## src/hw/rtl/ssb_pkg.sv

```systemverilog
`default_nettype none

package ssb_pkg;

    localparam int DEF_MAX_ITEMS = 64;
    localparam int STORE_DEPTH   = 64;

    localparam int LAYER_W   = 32;
    localparam int TEX_W     = 32;
    localparam int KEY_W     = 64;
    localparam int SRC_W     = 6;
    localparam int BATCH_W   = 6;
    localparam int LEN_W     = 7;

    localparam logic [LAYER_W-1:0] LAYER_BIAS = 32'h8000_0000;

    typedef struct packed {
        logic [SRC_W-1:0] order;
        logic [KEY_W-1:0] key;
    } entry_t;

    localparam int ENTRY_W = $bits(entry_t);

    typedef enum logic [2:0] {
        ST_IDLE,
        ST_CMP,
        ST_PLACE,
        ST_RUN_RD,
        ST_RUN_TEX,
        ST_RUN_SCAN,
        ST_EMIT
    } state_t;

endpackage

`default_nettype wire

```

## src/hw/rtl/ssb_ram.sv

```systemverilog
`default_nettype none

module ssb_ram #(
    parameter int WIDTH = ssb_pkg::ENTRY_W,
    parameter int DEPTH = ssb_pkg::STORE_DEPTH
) (
    input  wire logic                     clk,
    input  wire logic                     wr_en,
    input  wire logic [$clog2(DEPTH)-1:0] wr_addr,
    input  wire logic [WIDTH-1:0]         wr_data,
    input  wire logic [$clog2(DEPTH)-1:0] rd_addr,
    output      logic [WIDTH-1:0]         rd_data
);

    logic [WIDTH-1:0] mem [DEPTH];
    logic [WIDTH-1:0] rd_data_reg;

    always_ff @(posedge clk)
    begin
        if (wr_en)
        begin
            mem[wr_addr] <= wr_data;
        end
        rd_data_reg <= mem[rd_addr];
    end

    assign rd_data = rd_data_reg;

endmodule

`default_nettype wire

```

## config.mk

```make
export PLATFORM = sky130hd
export DESIGN_NAME = ssb_ram
export DESIGN_NICKNAME = d
export VERILOG_FILES = /design/src/hw/rtl/ssb_pkg.sv /design/src/hw/rtl/ssb_ram.sv
export SDC_FILE = /design/constraint.sdc
export NUM_CORES = 2
export LEC_CHECK = 0
export CORE_UTILIZATION = 25
export DETAILED_ROUTE_END_ITERATION = 6
export DONT_BUFFER_PORTS = 1
export PLACE_DENSITY = 0.35
export SYNTH_ARGS = -nofsm -noshare
export SYNTH_HDL_FRONTEND = slang
export SYNTH_MEMORY_MAX_BITS = 65536
export SYNTH_SLANG_ARGS = --single-unit
```

## constraint.sdc

```tcl
create_clock -name clk -period 6.6 [get_ports clk]
set_input_delay 0 -clock clk [delete_from_list [all_inputs] [get_ports clk]]
set_output_delay 0 -clock clk [all_outputs]
set_load 0.05 [all_outputs]
```

; Word level (Yosys, flattened, before mapping)
; Memory sizes are Yosys's and may differ from the RTL's. A register that Yosys moved wholly into a read port is not among the register bits.
; Index checks and enable logic that the tools add are counted.
; Widths: inputs -> output; s select.
[totals]
register_bits = 0
output_inout_bits = 70
in_bits = 84
mem_count = 1
word_cells = 3
ram_bits = 4480
[op_classes]
muxes = 2
[memory_table]
columns = memory, words, width, rd, rd_clocked_by_memory_dff, write_ports, line_no
row1 = mem, 64, 70, 1, 1, 1, ssb_ram.sv:15  ; logic [WIDTH-1:0] mem [DEPTH];
[op_table]
columns = op, n
row1 = $mux 1, 2

; Logic depth before layout (Yosys ltp)
[logic_depth]
ltp_word = 2
depth_mapped = 10
depth_no_buf = 5

; Worst setup path before layout
; OpenSTA, ideal clock, no wires.
[synth_timing]
path_type = input -> register
start = input port wr_addr[3]
end = memory mem[48][0] (netlist name), enable pin
t_arrival_ps = 5274
path_stages = 4
setup_time_ps = 584
path_slack_ps = 742
path_cell_list = clkbuf_1 > nor2b_1 > nand4b_1 > nor3_1
[synth_lines]
columns = element, line_no
row1 = from (decl), ssb_ram.sv:9  ; input wire logic [$clog2(DEPTH)-1:0] wr_addr,
row2 = to (decl), ssb_ram.sv:15
; Straight into the memory's write port.

==> metrics.csv <==
metric,value,unit
status,"complete, no violations",
drt_iter0_markers,10019,
p_sw,14.4,mW
internal_power,49.5,mW
r2r_setup_slack,3.40,ns
critPathArrivalTime,5.50,ns
io_pins,154,
cts_resized,0,
fill_cells,65498,
drive_gt1_share,27.4,%
cts.reportedPaths.clkPinSlew,0.05,ns
antenna_found_initial,73,
final_nets,8138,
start_kind,input pin,
yosysTopAreaCell,edfxtp_1,
hold_viol,0,
root_buffer,clkbuf_16,
finClkSkew,0.0454,ns
drt.antenna.violating_nets,0,
synth_cell_types,34,
synth_top_family_by_area,multiplexers,
min_path_type,in2reg,
synth_compound_area_share,1.72,%
setup_viol,0,
worstSetupEndpoint,rd_data[49],
clkLatencyLatePin,1.07,ns
ys_seq_area_share,79.3,%
worstSetupPathType,in2reg,
seq_area,136000,um^2
leakage,62.7,nW
grt_pass1_vias,88625,
synth_area_leaders,"edfxtp_1 78%, mux4_2 15%, mux2i_1 0.86%, dfxtp_1 0.82%, a22oi_1 0.61%",
rsz0062_at_grt,false,
finalInstanceArea,205000,um^2
area_growth_syn_to_layout,19.8,%
die_x,830,um
r2r-start,mem[12][8],
grt_pass1_wl,815000,um
slew_headroom,1.80,%
combPwrFrac,4.9,%
period_minus_slack,4.60,ns
post-route-period-util,69.7,%
required,7.50,ns
cts_tree,built,
grt.total_usage,17.3,%
syn_area,171000,um^2
syn_inst,7411,
end_kind,flop,
slew_viol_final,0,
hpwlAfterDp,304000,um
cts_max_path_buffers,4,
tightest_slew,1.47,ns
row_count,303,
gp_congestion,0.700,
core_area,682000,um^2
power-per-cell-area,311,nW/um^2
cts_num_sinks,4550,
fin_setup_tns,0,ns
synth-xor-area-share,0,%
syn-num-nets,7495,
cts_made_buffers,540,
wire_per_inst,34.9,um
postCtsSetupBuffers,0,
dpl_cell_area,184000,um^2
ys_warn_count,0,
max_freq,217,MHz
portBuffers,0,
clock_power_share,44.4,%
cp_max_fo,121,
dieArea,689000,um^2
largest_reg_flops,4480,
reg2regPathDepth,7,
yosys.area_share.simple,2.10,%
drt_pass1_iterations,6,
routed_wl,611000,um
synth_top_area_share,78.5,%
r2r-end,rd_data[8],
maxCapViolations,0,
ir_drop,251,uV
drc,0,
p_sw_share,22.5,%
grt_overflow,0,
vias,84158,
die_h,830,um
synth_mux_area_share,15.6,%
ys_seq_elements,4550,
grt_max_degree,150,
holdBufCountCts,281,
via_per_inst,4.81,
cp-startpoint,rd_addr[0],
initial_utilization,25.1,%
synthAdderAreaFrac,0,%
syn_avg_cell_area,23.1,um^2
cts_max_level,6,
p_seq_share,50.7,%
multi_input_area,33800,um^2
## cell families after synthesis
logic type,Yosys count
buffers and inverters,443
and+or+nand+nor,740
DFF,4550
AOI/OAI and AO/OA,411
muxes,1267
## layout make-up
| class | count | share of cell area [%] |
|---|---|---|
| Sequential cell | 4550 | 66.2 |
| Clock inverter | 261 | 0.957 |
| Multi-Input combinational cell | 2418 | 16.5 |
| Clock buffer | 710 | 7.12 |
| Timing Repair Buffer | 525 | 3.77 |
| Inverter | 19 | 0.0347 |
| Tap cell | 8997 | 5.48 |
| Antenna cell | 18 | 0.0219 |
## cells in the final DEF, fill, tap and decap left out, types with 30 or more instances in the layout
cell type | synthesis | final
a22oi_1 | 140 | 140
a41oi_1 | 30 | 30
buf_12 | 0 | 77
buf_16 | 0 | 124
buf_4 | 69 | 181
clkbuf_1 | 166 | 141
clkbuf_16 | 0 | 557
clkinv_1 | 0 | 123
clkinv_2 | 0 | 72
dfxtp_1 | 70 | 70
dlygate4sd3_1 | 0 | 143
edfxtp_1 | 4480 | 4480
mux2i_1 | 147 | 147
mux4_2 | 1120 | 1120
nand2_1 | 202 | 198
nand3_1 | 194 | 194
nand4_1 | 92 | 92
nor2_1 | 116 | 52
nor2_4 | 0 | 65
o221ai_1 | 42 | 42
o22ai_1 | 91 | 91
or2_2 | 32 | 32
or3_1 | 33 | 33
## worst min path at each step
stage	startpoint	endpoint	slack (ns)	cells after the start
2_1_floorplan	wr_data[0]	mem[0][0]	0.1	0
3_3_place_gp	wr_data[56]	mem[54][56]	0.10	0
5_1_grt	wr_data[25]	mem[30][25]	0.02	2
6_report	wr_data[61]	mem[0][61]	0.08	3
4_1_cts	wr_data[61]	mem[1][61]	0.0004	3
3_5_place_dp	wr_data[56]	mem[55][56]	0.10	0
## power groups by stage
| stage | registers [mW] | logic, mW | clock network [mW] |
|---|---|---|---|
| global route | 32.4 | 3.34 | 30.2 |
| floorplan | 32.9 | 1.50 | 0 |
| CTS | 32.4 | 3.23 | 29.2 |
| global placement | 33.0 | 2.39 | 0 |
| finish | 32.4 | 3.13 | 28.4 |
| detailed placement | 33.0 | 2.38 | 0 |
## critical path, cell delays in order
cell	delay (ns)
dlygate4sd3_1	0.72
buf_16	0.28
buf_16	0.52
buf_16	0.56
buf_16	0.57
buf_16	0.66
mux4_2	0.60
a22oi_1	0.25
nand3_1	0.14
o21ai_0	0.46
nor2_1	0.07
## metrics by stage
step                      hold WS (ns)  cells  util (%)  setup slack [ns]  power (mW)
after floorplan                 0.0989   7411         -             0.742        34.4
after global placement           0.103  16226      26.9              1.34        35.4
after detailed placement         0.104  16226      26.9              1.33        35.4
after CTS                     0.000378  17478      30.1              1.69        64.8
after global routing            0.0217  17486      30.1              1.48        65.9
final                           0.0771  17498      30.1              2.00        63.9
## cells in the mapped netlist, drive strengths merged
cell type,count
nor2b,29
nand2b,11
nand3,194
or3,33
clkbuf,166
a211oi,22
nand2,202
and2,2
nor2,117
and3,22
nand4b,1
a22oi,140
or2,32
or3b,1
inv,19
nand3b,2
nand4,92
a2bb2oi,19
o22ai,91
o221ai,42
mux2i,147
a41oi,30
dfxtp,70
o21ai,48
buf,258
mux4,1120
edfxtp,4480
a31oi,19
nor3,2
## routing by layer
metal	track usage (%)	wire length, um
met1	24.4	271000
met2	28.8	295000
met3	2.56	34200
met4	2.98	10600
met5	0	12
No activity file was read; power rests on OpenSTA's default activity.
